$ cat src/sv/jrd_pkg.sv
`timescale 1ns / 1ps
// ----------------------------------------------------------------------------
// jrd_pkg
// Shared types, constants and the CRC-32C byte update for the journal record
// deframer.
// ----------------------------------------------------------------------------
package jrd_pkg;

    localparam int HEADER_BYTES = 36;
    localparam int CRC_SPAN     = 32;
    localparam int HDR_IDX_W    = $clog2(HEADER_BYTES);

    localparam logic [31:0] CRC_POLY = 32'h82F6_3B78;
    localparam logic [31:0] CRC_INIT = 32'hFFFF_FFFF;

    localparam int CFG_IDX_W  = 2;
    localparam int CFG_DATA_W = 32;
    localparam logic [CFG_IDX_W-1:0] CFG_MAGIC   = 2'd0;
    localparam logic [CFG_IDX_W-1:0] CFG_VERSION = 2'd1;
    localparam logic [CFG_IDX_W-1:0] CFG_BOUND   = 2'd2;

    localparam logic [31:0] MAGIC_RESET   = 32'd0;
    localparam logic [15:0] VERSION_RESET = 16'd1;
    localparam logic [31:0] BOUND_RESET   = 32'd4 * 32'd1024 * 32'd1024;

    localparam int FIFO_DEPTH = 4;
    localparam int FIFO_AW    = $clog2(FIFO_DEPTH);
    localparam int FIFO_CW    = FIFO_AW + 1;

    typedef enum logic [1:0] {
        PH_HEADER,
        PH_PAYLOAD,
        PH_HALT
    } t_phase;

    typedef enum logic [2:0] {
        V_OK      = 3'd0,
        V_TRUNC   = 3'd1,
        V_CORRUPT = 3'd2,
        V_VERSION = 3'd3,
        V_BOUNDS  = 3'd4
    } t_verdict;

    typedef struct packed {
        logic        result_kind;
        logic [7:0]  payload_byte;
        t_verdict    verdict;
        logic [15:0] record_kind;
        logic [63:0] sequence_number;
        logic [63:0] transaction_id;
        logic [31:0] payload_length;
        logic        last_of_run;
    } t_result;

    typedef struct packed {
        logic [1:0] count;
        t_result    r0;
        t_result    r1;
    } t_push;

    function automatic logic [31:0] crc_byte(input logic [31:0] crc, input logic [7:0] b);
        logic [31:0] c;
        c = crc ^ {24'h0, b};
        for (int k = 0; k < 8; k++) begin
            c = c[0] ? ((c >> 1) ^ CRC_POLY) : (c >> 1);
        end
        return c;
    endfunction

endpackage

$ cat src/sv/jrd_in_if.sv
`timescale 1ns / 1ps
// ----------------------------------------------------------------------------
// jrd_in_if
// Input channel of the deframer: one journal byte per item.
// ----------------------------------------------------------------------------
interface jrd_in_if;
    logic       valid;
    logic       ready;
    logic [7:0] stream_byte;
    logic       end_of_buffer;

    modport source (output valid, output stream_byte, output end_of_buffer, input ready);
    modport sink   (input valid, input stream_byte, input end_of_buffer, output ready);
endinterface

$ cat src/sv/jrd_out_if.sv
`timescale 1ns / 1ps
// ----------------------------------------------------------------------------
// jrd_out_if
// Output channel of the deframer: a forwarded payload byte or a verdict.
// ----------------------------------------------------------------------------
interface jrd_out_if;
    logic        valid;
    logic        ready;
    logic        result_kind;
    logic [7:0]  payload_byte;
    logic [2:0]  verdict;
    logic [15:0] record_kind;
    logic [63:0] sequence_number;
    logic [63:0] transaction_id;
    logic [31:0] payload_length;
    logic        last_of_run;

    modport source (
        output valid, output result_kind, output payload_byte, output verdict,
        output record_kind, output sequence_number, output transaction_id,
        output payload_length, output last_of_run, input ready
    );
    modport sink (
        input valid, input result_kind, input payload_byte, input verdict,
        input record_kind, input sequence_number, input transaction_id,
        input payload_length, input last_of_run, output ready
    );
endinterface

$ cat src/sv/jrd_parser.sv
`timescale 1ns / 1ps
// ----------------------------------------------------------------------------
// jrd_parser
// Record parser: header capture, CRC-32C update, checks and result building
// for one byte per cycle while the result queue has room (i_space).
// ----------------------------------------------------------------------------
module jrd_parser (
    input  logic           i_clk,
    input  logic           i_rst_n,
    input  logic           i_valid,
    input  logic [7:0]     i_byte,
    input  logic           i_eob,
    input  logic           i_space,
    output logic           o_ready,
    input  logic [31:0]    i_magic,
    input  logic [15:0]    i_version,
    input  logic [31:0]    i_bound,
    output jrd_pkg::t_push o_push
);
    import jrd_pkg::*;

    t_phase                r_phase, n_phase;
    logic [HDR_IDX_W-1:0]  r_count, n_count;
    logic [31:0]           r_rem, n_rem;
    logic [31:0]           r_crc, n_crc;
    logic [7:0]            r_hdr [HEADER_BYTES];

    logic        w_acc;
    logic [31:0] w_magic, w_flags, w_len, w_stored_crc, w_crc_next;
    logic [15:0] w_ver, w_kind;
    logic [63:0] w_seq, w_tid;
    t_verdict    w_chk;
    logic        w_hdr_last, w_crc_hdr_ok, w_crc_pay_ok;
    logic        d_pay, d_ver, d_with_hdr;
    t_verdict    d_v;
    t_result     w_vrec, w_prec;

    assign o_ready = i_space;
    assign w_acc   = i_valid && i_space;

    assign w_magic      = {r_hdr[3], r_hdr[2], r_hdr[1], r_hdr[0]};
    assign w_ver        = {r_hdr[5], r_hdr[4]};
    assign w_kind       = {r_hdr[7], r_hdr[6]};
    assign w_flags      = {r_hdr[11], r_hdr[10], r_hdr[9], r_hdr[8]};
    assign w_seq        = {r_hdr[19], r_hdr[18], r_hdr[17], r_hdr[16],
                           r_hdr[15], r_hdr[14], r_hdr[13], r_hdr[12]};
    assign w_tid        = {r_hdr[27], r_hdr[26], r_hdr[25], r_hdr[24],
                           r_hdr[23], r_hdr[22], r_hdr[21], r_hdr[20]};
    assign w_len        = {r_hdr[31], r_hdr[30], r_hdr[29], r_hdr[28]};
    assign w_stored_crc = {r_hdr[35], r_hdr[34], r_hdr[33], r_hdr[32]};

    assign w_crc_next   = crc_byte(r_crc, i_byte);
    assign w_hdr_last   = (r_count == HDR_IDX_W'(HEADER_BYTES - 1));
    // On the last header byte the final stored-CRC byte is still on the input.
    assign w_crc_hdr_ok = (~r_crc) == {i_byte, r_hdr[34], r_hdr[33], r_hdr[32]};
    assign w_crc_pay_ok = (~w_crc_next) == w_stored_crc;

    always_comb begin
        if (w_magic != i_magic) begin
            w_chk = V_CORRUPT;
        end else if (w_ver != i_version) begin
            w_chk = V_VERSION;
        end else if (w_flags != 32'd0) begin
            w_chk = V_CORRUPT;
        end else if (w_len > i_bound) begin
            w_chk = V_BOUNDS;
        end else begin
            w_chk = V_OK;
        end
    end

    always_comb begin
        d_pay      = 1'b0;
        d_ver      = 1'b0;
        d_with_hdr = 1'b1;
        d_v        = V_OK;
        case (r_phase)
            PH_HEADER: begin
                if (w_hdr_last) begin
                    if (w_chk != V_OK) begin
                        d_ver = 1'b1;
                        d_v   = w_chk;
                    end else if (w_len == 32'd0) begin
                        d_ver = 1'b1;
                        d_v   = w_crc_hdr_ok ? V_OK : V_CORRUPT;
                    end else if (i_eob) begin
                        d_ver = 1'b1;
                        d_v   = V_TRUNC;
                    end
                end else if (i_eob) begin
                    d_ver      = 1'b1;
                    d_v        = V_TRUNC;
                    d_with_hdr = 1'b0;
                end
            end
            PH_PAYLOAD: begin
                if (r_rem != 32'd0) begin
                    d_pay = 1'b1;
                    if (r_rem == 32'd1) begin
                        d_ver = 1'b1;
                        d_v   = w_crc_pay_ok ? V_OK : V_CORRUPT;
                    end else if (i_eob) begin
                        d_ver = 1'b1;
                        d_v   = V_TRUNC;
                    end
                end
            end
            default: begin
            end
        endcase
    end

    // Next state.
    always_comb begin
        n_phase = r_phase;
        n_count = r_count;
        n_rem   = r_rem;
        n_crc   = r_crc;
        if (w_acc) begin
            case (r_phase)
                PH_HEADER: begin
                    n_count = r_count + HDR_IDX_W'(1);
                    if (r_count < HDR_IDX_W'(CRC_SPAN)) begin
                        n_crc = w_crc_next;
                    end
                    if (w_hdr_last && !d_ver) begin
                        n_phase = PH_PAYLOAD;
                        n_rem   = w_len;
                    end
                end
                PH_PAYLOAD: begin
                    if (r_rem != 32'd0) begin
                        n_crc = w_crc_next;
                        n_rem = r_rem - 32'd1;
                    end
                end
                default: begin
                end
            endcase
            if ((d_ver && (d_v != V_OK) && !i_eob)) begin
                n_phase = PH_HALT;
            end else if (d_ver || i_eob) begin
                n_phase = PH_HEADER;
                n_count = '0;
                n_rem   = 32'd0;
                n_crc   = CRC_INIT;
            end
        end
    end

    // Outputs.
    always_comb begin
        w_prec              = '0;
        w_prec.payload_byte = i_byte;
        w_vrec              = '0;
        w_vrec.result_kind  = 1'b1;
        w_vrec.verdict      = d_v;
        if (d_with_hdr) begin
            w_vrec.record_kind     = w_kind;
            w_vrec.sequence_number = w_seq;
            w_vrec.transaction_id  = w_tid;
            w_vrec.payload_length  = w_len;
        end
        o_push = '0;
        if (w_acc) begin
            o_push.count = {1'b0, d_pay} + {1'b0, d_ver};
            o_push.r0    = d_pay ? w_prec : w_vrec;
            o_push.r1    = w_vrec;
            if (d_pay && d_ver) begin
                o_push.r1.last_of_run = 1'b1;
            end else begin
                o_push.r0.last_of_run = 1'b1;
            end
        end
    end

    always_ff @(posedge i_clk) begin
        if (!i_rst_n) begin
            r_phase <= PH_HEADER;
            r_count <= '0;
            r_rem   <= 32'd0;
            r_crc   <= CRC_INIT;
        end else begin
            r_phase <= n_phase;
            r_count <= n_count;
            r_rem   <= n_rem;
            r_crc   <= n_crc;
        end
    end

    always_ff @(posedge i_clk) begin
        if (w_acc && (r_phase == PH_HEADER)) begin
            r_hdr[r_count] <= i_byte;
        end
    end

`ifndef ASSERT_OFF
    a_payload_nonzero: assert property (@(posedge i_clk) disable iff (!i_rst_n)
        (r_phase == PH_PAYLOAD) |-> (r_rem != 32'd0))
        else $error("payload phase with no bytes remaining");
    a_header_count: assert property (@(posedge i_clk) disable iff (!i_rst_n)
        (r_phase == PH_HEADER) |-> (r_count < HDR_IDX_W'(HEADER_BYTES)))
        else $error("header count out of range");
    a_eob_restart: assert property (@(posedge i_clk) disable iff (!i_rst_n)
        (w_acc && i_eob) |=> ((r_phase == PH_HEADER) && (r_count == '0)
                              && (r_crc == CRC_INIT)))
        else $error("no restart after end of buffer");
    a_pair_order: assert property (@(posedge i_clk) disable iff (!i_rst_n)
        (o_push.count == 2'd2) |-> (!o_push.r0.result_kind && o_push.r1.result_kind
                                   && !o_push.r0.last_of_run && o_push.r1.last_of_run))
        else $error("bad order of a result pair");
`endif

endmodule

$ cat src/sv/jrd_out_fifo.sv
`timescale 1ns / 1ps
// ----------------------------------------------------------------------------
// jrd_out_fifo
// Result queue that takes up to two results per cycle and hands out one.
// ----------------------------------------------------------------------------
module jrd_out_fifo (
    input  logic             i_clk,
    input  logic             i_rst_n,
    input  jrd_pkg::t_push   i_push,
    output logic             o_space,
    output logic             o_valid,
    input  logic             i_ready,
    output jrd_pkg::t_result o_data
);
    import jrd_pkg::*;

    t_result              r_mem [FIFO_DEPTH];
    logic [FIFO_AW-1:0]   r_wr, n_wr, r_rd, n_rd;
    logic [FIFO_CW-1:0]   r_count, n_count;
    logic                 w_pop;

    assign o_valid = (r_count != '0);
    assign o_data  = r_mem[r_rd];
    assign o_space = (r_count <= FIFO_CW'(FIFO_DEPTH - 2));
    assign w_pop   = o_valid && i_ready;

    always_comb begin
        n_wr    = r_wr + FIFO_AW'(i_push.count);
        n_rd    = r_rd + FIFO_AW'(w_pop);
        n_count = r_count + FIFO_CW'(i_push.count) - FIFO_CW'(w_pop);
    end

    always_ff @(posedge i_clk) begin
        if (!i_rst_n) begin
            r_wr    <= '0;
            r_rd    <= '0;
            r_count <= '0;
        end else begin
            r_wr    <= n_wr;
            r_rd    <= n_rd;
            r_count <= n_count;
        end
    end

    always_ff @(posedge i_clk) begin
        if (i_push.count != 2'd0) begin
            r_mem[r_wr] <= i_push.r0;
        end
        if (i_push.count == 2'd2) begin
            r_mem[r_wr + FIFO_AW'(1)] <= i_push.r1;
        end
    end

endmodule

$ cat src/sv/journal_record_deframer_core.sv
`timescale 1ns / 1ps
// ----------------------------------------------------------------------------
// journal_record_deframer_core
// Length-prefixed journal record deframer with CRC-32C checking.
// Results are registered in the result queue before they are presented.
// Throughput: one byte per cycle; the parser takes a byte whenever the
// four-entry result queue has room for two results.
// A final payload byte yields two results, drained one per cycle on ready.
// Reset: synchronous active low; clears parser and queue, presets config.
// ----------------------------------------------------------------------------
module journal_record_deframer_core (
    input  logic                             i_clk,
    input  logic                             i_rst_n,
    jrd_in_if.sink                           i_in,
    jrd_out_if.source                        o_out,
    input  logic                             i_cfg_we,
    input  logic [jrd_pkg::CFG_IDX_W-1:0]    i_cfg_index,
    input  logic [jrd_pkg::CFG_DATA_W-1:0]   i_cfg_data
);
    import jrd_pkg::*;

    logic [31:0] r_magic;
    logic [15:0] r_version;
    logic [31:0] r_bound;
    t_push       w_push;
    logic        w_space;
    t_result     w_data;

    always_ff @(posedge i_clk) begin
        if (!i_rst_n) begin
            r_magic   <= MAGIC_RESET;
            r_version <= VERSION_RESET;
            r_bound   <= BOUND_RESET;
        end else if (i_cfg_we) begin
            case (i_cfg_index)
                CFG_MAGIC:   r_magic   <= i_cfg_data[31:0];
                CFG_VERSION: r_version <= i_cfg_data[15:0];
                CFG_BOUND:   r_bound   <= i_cfg_data[31:0];
                default: begin
                end
            endcase
        end
    end

    jrd_parser u_parser (
        .i_clk     (i_clk),
        .i_rst_n   (i_rst_n),
        .i_valid   (i_in.valid),
        .i_byte    (i_in.stream_byte),
        .i_eob     (i_in.end_of_buffer),
        .i_space   (w_space),
        .o_ready   (i_in.ready),
        .i_magic   (r_magic),
        .i_version (r_version),
        .i_bound   (r_bound),
        .o_push    (w_push)
    );

    jrd_out_fifo u_fifo (
        .i_clk   (i_clk),
        .i_rst_n (i_rst_n),
        .i_push  (w_push),
        .o_space (w_space),
        .o_valid (o_out.valid),
        .i_ready (o_out.ready),
        .o_data  (w_data)
    );

    assign o_out.result_kind     = w_data.result_kind;
    assign o_out.payload_byte    = w_data.payload_byte;
    assign o_out.verdict         = w_data.verdict;
    assign o_out.record_kind     = w_data.record_kind;
    assign o_out.sequence_number = w_data.sequence_number;
    assign o_out.transaction_id  = w_data.transaction_id;
    assign o_out.payload_length  = w_data.payload_length;
    assign o_out.last_of_run     = w_data.last_of_run;

endmodule

$ cat src/flat_wrapper.sv
// flat-port wrapper written by rule: the top's interface ports become plain ports
module journal_record_deframer_core_flat import jrd_pkg::*;
  (i_clk, i_rst_n, i_cfg_we, i_cfg_index, i_cfg_data, i_in_valid, i_in_stream_byte, i_in_end_of_buffer, i_in_ready, o_out_valid, o_out_result_kind, o_out_payload_byte, o_out_verdict, o_out_record_kind, o_out_sequence_number, o_out_transaction_id, o_out_payload_length, o_out_last_of_run, o_out_ready);
  jrd_in_if i_in_i ();
  jrd_out_if o_out_i ();
  input  logic i_clk;
  input  logic i_rst_n;
  input  logic i_cfg_we;
  input  logic [jrd_pkg::CFG_IDX_W-1:0] i_cfg_index;
  input  logic [jrd_pkg::CFG_DATA_W-1:0] i_cfg_data;
  input wire logic [$bits(i_in_i.valid)-1:0] i_in_valid;
  input wire logic [$bits(i_in_i.stream_byte)-1:0] i_in_stream_byte;
  input wire logic [$bits(i_in_i.end_of_buffer)-1:0] i_in_end_of_buffer;
  output wire logic [$bits(i_in_i.ready)-1:0] i_in_ready;
  output wire logic [$bits(o_out_i.valid)-1:0] o_out_valid;
  output wire logic [$bits(o_out_i.result_kind)-1:0] o_out_result_kind;
  output wire logic [$bits(o_out_i.payload_byte)-1:0] o_out_payload_byte;
  output wire logic [$bits(o_out_i.verdict)-1:0] o_out_verdict;
  output wire logic [$bits(o_out_i.record_kind)-1:0] o_out_record_kind;
  output wire logic [$bits(o_out_i.sequence_number)-1:0] o_out_sequence_number;
  output wire logic [$bits(o_out_i.transaction_id)-1:0] o_out_transaction_id;
  output wire logic [$bits(o_out_i.payload_length)-1:0] o_out_payload_length;
  output wire logic [$bits(o_out_i.last_of_run)-1:0] o_out_last_of_run;
  input wire logic [$bits(o_out_i.ready)-1:0] o_out_ready;
  assign i_in_i.valid = i_in_valid;
  assign i_in_i.stream_byte = i_in_stream_byte;
  assign i_in_i.end_of_buffer = i_in_end_of_buffer;
  assign i_in_ready = i_in_i.ready;
  assign o_out_valid = o_out_i.valid;
  assign o_out_result_kind = o_out_i.result_kind;
  assign o_out_payload_byte = o_out_i.payload_byte;
  assign o_out_verdict = o_out_i.verdict;
  assign o_out_record_kind = o_out_i.record_kind;
  assign o_out_sequence_number = o_out_i.sequence_number;
  assign o_out_transaction_id = o_out_i.transaction_id;
  assign o_out_payload_length = o_out_i.payload_length;
  assign o_out_last_of_run = o_out_i.last_of_run;
  assign o_out_i.ready = o_out_ready;
  journal_record_deframer_core u_core (.i_clk(i_clk), .i_rst_n(i_rst_n), .i_in(i_in_i), .o_out(o_out_i), .i_cfg_we(i_cfg_we), .i_cfg_index(i_cfg_index), .i_cfg_data(i_cfg_data));
endmodule
$ cat config.mk
export PLATFORM = sky130hd
export DESIGN_NAME = journal_record_deframer_core_flat
export DESIGN_NICKNAME = d
export VERILOG_FILES = /design/src/sv/jrd_pkg.sv /design/src/sv/jrd_in_if.sv /design/src/sv/jrd_out_if.sv /design/src/sv/jrd_parser.sv /design/src/sv/jrd_out_fifo.sv /design/src/sv/journal_record_deframer_core.sv /design/src/flat_wrapper.sv
export SDC_FILE = /design/constraint.sdc
export NUM_CORES = 2
export LEC_CHECK = 0
export ABC_AREA = 1
export BUFFER_PORTS_ARGS = -buffer_cell sky130_fd_sc_hd__buf_2
export CAP_MARGIN = 15
export CORE_UTILIZATION = 45
export CTS_BUF_LIST = sky130_fd_sc_hd__clkbuf_4
export DETAILED_ROUTE_END_ITERATION = 12
export PLACE_DENSITY = 0.74
export SYNTH_ARGS = -nofsm -noshare
export SYNTH_HDL_FRONTEND = slang
export SYNTH_HIERARCHICAL = 1
export SYNTH_SLANG_ARGS = --single-unit
export TNS_END_PERCENT = 10
$ cat constraint.sdc
create_clock -name i_clk -period 17.7 [get_ports i_clk]
set_clock_uncertainty 0.15 [all_clocks]
set_input_delay 0 -clock i_clk [delete_from_list [all_inputs] [get_ports i_clk]]
set_output_delay 0 -clock i_clk [all_outputs]
set_load 0.03 [all_outputs]
* After elaboration in Yosys (flattened, before gate mapping)
Memories as Yosys holds them, arrays and structs flattened. A register that Yosys moved wholly into a read port is not among the register bits.
Cells that the tools add are included.
** Operators by class
- Reductions and logical operators :: 25
- Mux-type cells :: 62
- Order comparisons :: 3
- Bitwise operators :: 11
- Eq/ne operators :: 10
- Add/subtract/negate cells :: 8
** Operators by type and width (number)
- 2-to-1 mux 32 bit :: 16
- 2-to-1 mux 380 bit :: 1
- 2-to-1 mux 189 bit :: 1
- 2-to-1 mux 176 bit :: 1
- inverter 16 -> 17 bit :: 8
- one-hot mux 32 bit (2 select lines) :: 2
- == test 32 bit :: 2
- inverter 32 bit :: 2
- nonzero test 32 bit :: 2
- == test 32 x 1 -> 1 bit, second input constant :: 1
- greater-than comparator 32 bit :: 1
- zero test 32 bit :: 1
- inequality test 32 bit :: 1
- subtractor 32 x 1 -> 32 bit, second input constant :: 1
- XOR 32 x 8 -> 32 bit :: 1
- 2-to-1 mux 3 bit :: 8
- 2-to-1 mux 1 bit :: 20
- 2-to-1 mux 6 bit :: 3
- 2-to-1 mux 2 bit :: 8
- inequality test 16 bit :: 1
- nonzero test 3 bit :: 5
- logical AND 1 bit :: 7
- adder 6 x 1 -> 6 bit, second input constant :: 1
- == test 6 bit, second input constant :: 1
- other kinds (18) :: 24
** Storage, ports and cells
- Logic and storage cells :: 131
- Flip-flop bits (word level) :: 159
- Output and inout port bits :: 191
- Bits in writable memories :: 1044
- Memories kept :: 2
- Input bits :: 48
** Memory list
- u_core.u_fifo.r_mem :: words 4, width 189, rd ports 1, clocked after Yosys merged registers in 1, wr ports 2, line jrd_out_fifo.sv:17 : t_result r_mem [FIFO_DEPTH];
- u_core.u_parser.r_hdr :: words 36, width 8, rd ports 36, clocked after Yosys merged registers in 0, wr ports 1, line jrd_parser.sv:26 : logic [7:0] r_hdr [HEADER_BYTES];

* Logic depth before layout (Yosys ltp)
- Depth after elaboration :: 29
- Depth in mapped cells :: 28
- Mapped depth without buffers :: 26

* Hierarchy
The synthesis kept the hierarchy.
** Modules (own cells, without submodules)
- jrd_out_fifo :: instances 1, cells each 3756, seq. area each 22841.9 um^2, area each 36805.3 um^2
- jrd_parser :: instances 1, cells each 2740, seq. area each 10089.7 um^2, area each 21834.7 um^2
- journal_record_deframer_core :: instances 1, cells each 513, seq. area each 1601.5 um^2, area each 3347.0 um^2

* Worst setup path before layout
OpenSTA, ideal clock, no wires.
- Kind :: register to register
- Start :: register u_core.u_parser.r_rem[16]
- End :: memory u_core/u_fifo/r_mem[3][0] in the netlist's numbering (enable)
- Cell stages (with the launch flop) :: 16
- Period minus slack after synthesis :: 17.537 ns
- Buffers on the path :: 2
- Setup time :: 1.015 ns
- Arrival :: 16.371 ns
- Path slack :: 0.163 ns
- Data required time :: 16.535 ns
- Cells stage by stage :: dfxtp_1 -> nor2_2 -> nand2_1 -> nor2_1 -> nand2_1 -> nor4_2 -> nand2_1 -> nand2_1 -> inv_1 -> clkbuf_1 -> clkbuf_1 -> ha_1 -> inv_1 -> nor2_1 -> nor2_1 -> o31ai_1
** RTL lines
- from (decl) :: line jrd_parser.sv:24 : logic [31:0] r_rem, n_rem;
- from (signal assigned) :: line jrd_parser.sv:186 : r_rem <= n_rem;
- to (decl) :: line jrd_out_fifo.sv:17

==> impl_metrics.toml <==
[floorplanning]
num_rows = 135
fp.dieW_um = 373
die-area_um2 = 139000
start_util = 0.455
die_h_um = 373
pin_count = 239
core-area_um2 = 136000

[layout]
drive_gt1_frac = 0.123
area_delta_synth_final_pct = 12.0
finalNetCount = 7428
fillCellCount = 12200
final_util = 0.510

[setup_path]
cpLargestDelayFamily = "simple AND/OR/NAND/NOR gates"
worst_r2r_endpoint = "u_core/u_fifo/r_mem[3][28]$_DFFE_PP_"
critical_path.max_stage_delay_ps = 880
rrSetupSlack_ps = 10830
cp_num_buf_inv = 4
crit_path_end_kind = "register"
cpMostUsedCell = "nand2_1"
criticalPathCategory = "register to register"
crit_chain = "nor2_1 -> nand2_1 -> nor2_1 -> nand2_1 -> nor4_2 -> nand2_1 -> nand2_1 -> nor3_1 -> a21oi_2 -> buf_4 -> nand2_1 -> ha_1 -> inv_1 -> nor2_1 -> nor2_8 -> nand2_8 -> buf_4 -> buf_4 -> o21ai_0"
reg2reg_depth = 19
timing.rr.start = "u_core/u_parser/r_rem[23]$_SDFFE_PN0P_"
crit_required_ps = 18430
cpMaxStageDelayCell = "buf_4"
cp_max_fo = 126
cp.arrival_ps = 7600
start_kind = "register"

[yosys]
synthArstFlopShare = 0
synth-edff-count = 1044
yosysUniqueCellTypes = 56
yosysTopAreaCell = "edfxtp_1"
yosysTopAreaCellShare = 0.506
netlist_top_cells_area = "edfxtp_1, nand2_1, o21ai_0, dfxtp_1, nor2_1"
ys_seq_area_frac = 0.557
ys.flop_type = "edfxtp_1"
syn_avg_cell_area_um2 = 8.84
syn-cell-area_um2 = 62000
yosys_warnings = 6
synth_cells = 7009
ys_seq_elements = 1203

[route]
routed_wl_mm = 190
drt_iter0_markers = 5934
routed-via-count = 53500
detailedRoute.firstPassIterationCount = 7
detail_route.wl_per_cell_um = 20.3
drc = 0
viasPerCell = 5.71
ant_nets = 0

[power]
p_leak_uw = 0.0260
power_density_nw_per_um2 = 133
ir_drop_uv = 124

[placed_design]
gp_congestion = 0.957
io_buffers = 238
dp_hpwl_mm = 102

[clock_network]
cts_setup_buffers = 0
cts_tree = "built"
cts-root-buf = "clkbuf_4"
cts.path.max_buffers = 4
clk_latency_ps = 1320
htreeDepth = 5
cts_hold_buf = 178
clock-sinks = 1203
cts_buffers = 338
cts_resized = 0
path_clk_slew_ps = 70

[job]
cap_viol_max_count = 0

[timing]
slew_headroom = 0.106
hold_viol_final = 0
min_period_ps = 6870
finalSetupViolations = 0
clock.fmax_ghz = 0.146
min_period_over_period = 0.388
max_slew.worst_pin.slew_ps = 1340
setup_tns_ps = 0
rsz0062_at_grt = "no"
finalMaxSlewViolations = 0

[global_route]
use_met2 = 0.422
grtUsageTotal = 0.264
first_global_vias = 50300
grt_use_met3 = 0.0658
grt_pass1_wl_mm = 286
grt_most_used_layer = "met2"
overflow = 0
grt_use_met1 = 0.339
antenna_found_initial = 10
grt_max_degree = 239

[outcome]
status = "complete, no violations"

[worst_hold_path]
whs_path_depth = 7
hold_path_startpoint = "i_cfg_data[27]"
min_path_type = "primary input to register"
whs_endpoint = "u_core/r_magic[27]$_SDFFE_PN0P_"
==> layout by cell type, fill, tap and decap left out, drive strengths merged, types with 2 or more instances in the layout <==
cell type / n
ha: 39
nor2: 687
xnor2: 37
clkinv: 53
nand4: 59
o211ai: 17
or2: 7
o221ai: 13
nand3b: 6
o2111ai: 6
nor4: 198
diode: 12
a31oi: 3
nand3: 186
buf: 308
o22ai: 190
conb: 8
o21ai: 1228
inv: 685
a21oi: 178
dlygate4sd3: 174
edfxtp: 1044
a211oi: 2
o21a: 2
clkbuf: 515
nand2: 1489
nor3: 209
o31ai: 2
dfxtp: 159
xor2: 62
==> per-layer routing <==
layer / vias up / share of wire
met2: 2946 / 0.46
met1: 25200 / 0.39
met3: 498 / 0.11
li1: 24900 / -
met4: 6 / 0.038
met5: - / 0.00018
==> cell usage after synthesis, types with 2 or more instances <==
| cell | count |
|---|---|
| nor3_2 | 2 |
| edfxtp_1 | 1044 |
| clkinv_1 | 3 |
| buf_1 | 13 |
| inv_1 | 664 |
| o2111ai_1 | 6 |
| clkbuf_1 | 276 |
| xor2_1 | 61 |
| nand2_2 | 27 |
| o31ai_1 | 2 |
| a21oi_1 | 177 |
| nand3b_1 | 6 |
| or2_2 | 5 |
| o211ai_1 | 17 |
| buf_6 | 77 |
| o21ai_1 | 330 |
| o21ai_0 | 887 |
| xnor2_1 | 37 |
| a211oi_1 | 2 |
| nor2_1 | 682 |
| o21ai_2 | 10 |
| dfxtp_1 | 159 |
| nand2_4 | 11 |
| nand3_1 | 180 |
| inv_2 | 14 |
| o22ai_1 | 190 |
| ha_1 | 39 |
| nor4_1 | 197 |
| o221ai_1 | 13 |
| o21a_1 | 2 |
| nand3_4 | 2 |
| nand4_1 | 59 |
| buf_2 | 96 |
| buf_4 | 34 |
| a31oi_1 | 3 |
| nor2_2 | 4 |
| nand2_8 | 2 |
| nand3_2 | 4 |
| nor3_1 | 207 |
| nand2_1 | 1449 |
==> how the worst max path moves through the flow <==
stage               slack, ps  cells after the start                                     to                              startpoint
floorplan                 160                     15    u_core/u_fifo/r_mem[3][0]$_DFFE_PP_  u_core/u_parser/r_rem[16]$_SDFFE_PN0P_
global placement        11020                     19  u_core/u_fifo/r_mem[0][111]$_DFFE_PP_  u_core/u_parser/r_rem[19]$_SDFFE_PN0P_
detailed placement      10950                     19  u_core/u_fifo/r_mem[0][102]$_DFFE_PP_  u_core/u_parser/r_rem[19]$_SDFFE_PN0P_
CTS                     10930                     19   u_core/u_fifo/r_mem[1][22]$_DFFE_PP_  u_core/u_parser/r_rem[23]$_SDFFE_PN0P_
global route            10420                     19   u_core/u_fifo/r_mem[3][33]$_DFFE_PP_  u_core/u_parser/r_rem[23]$_SDFFE_PN0P_
finish                  10830                     19   u_core/u_fifo/r_mem[3][28]$_DFFE_PP_  u_core/u_parser/r_rem[23]$_SDFFE_PN0P_
==> stage by stage <==
stage	power (uW)	std cells	cell area [um^2]	hold WS, ps	setup slack [ps]
final	9230	9366	69400	113	10830
after CTS	9210	9351	69400	3.34	10930
after global routing	9690	9359	69400	59.9	10420
after detailed placement	6690	8600	63400	132	10950
after floorplan	5750	7016	62000	-56.5	163
after global placement	6620	8599	63400	135	11020
==> worst register-to-register path: stages, from the launching register on <==
cell and delay, ps:
dfxtp_1 360, nor2_1 160, nand2_1 90, nor2_1 150, nand2_1 100, nor4_2 240
nand2_1 190, nand2_1 630, nor3_1 170, a21oi_2 150, buf_4 320, nand2_1 180
ha_1 320, inv_1 40, nor2_1 370, nor2_8 140, nand2_8 580, buf_4 860
buf_4 930, o21ai_0 350
==> registers in the layout, indices dropped and copies added, names as in the netlist <==
name                     count
u_core/r_bound              32
u_core/r_magic              32
u_core/r_version            16
u_core/u_fifo/r_count        3
u_core/u_fifo/r_mem        756
u_core/u_fifo/r_rd           2
u_core/u_fifo/r_wr           2
u_core/u_parser/r_count      6
u_core/u_parser/r_crc       32
u_core/u_parser/r_hdr      288
u_core/u_parser/r_phase      2
u_core/u_parser/r_rem       32
==> power by group <==
group	switching, uW	leakage [uW]	total [uW]	internal [uW]
Clock	1170	0.00250	2500	1330
Combinational	2430	0.0126	3270	839
Sequential	106	0.0109	3460	3350
==> area by class of cell <==
cell class / instances / area [um^2] / area share
flip-flops and latches: 1203 / 34500 / 0.497
multi-input cells: 4633 / 22300 / 0.321
clock buffers: 515 / 3870 / 0.0557
repair buffers: 482 / 3660 / 0.0527
inverters: 682 / 2580 / 0.0372
well taps: 1781 / 2230 / 0.0321
clock inverters: 58 / 254 / 0.00366
diodes: 12 / 30.0 / 0.000432
==> cells by family (layout without fill, tap and decap cells) <==
family / count (synthesis) / in the layout / synth area share
xor+xnor: 99 / 99 / 0.0141
simple gates: 2842 / 2842 / 0.196
compound gates: 1644 / 1644 / 0.140
flops: 1203 / 1203 / 0.557
fa+ha+maj: 40 / 40 / 0.00820
buf+inv: 1180 / 1737 / 0.0853
other cells: 1 / 20 / 0.0000605
Note: power is estimated with default switching activity, not from simulation.
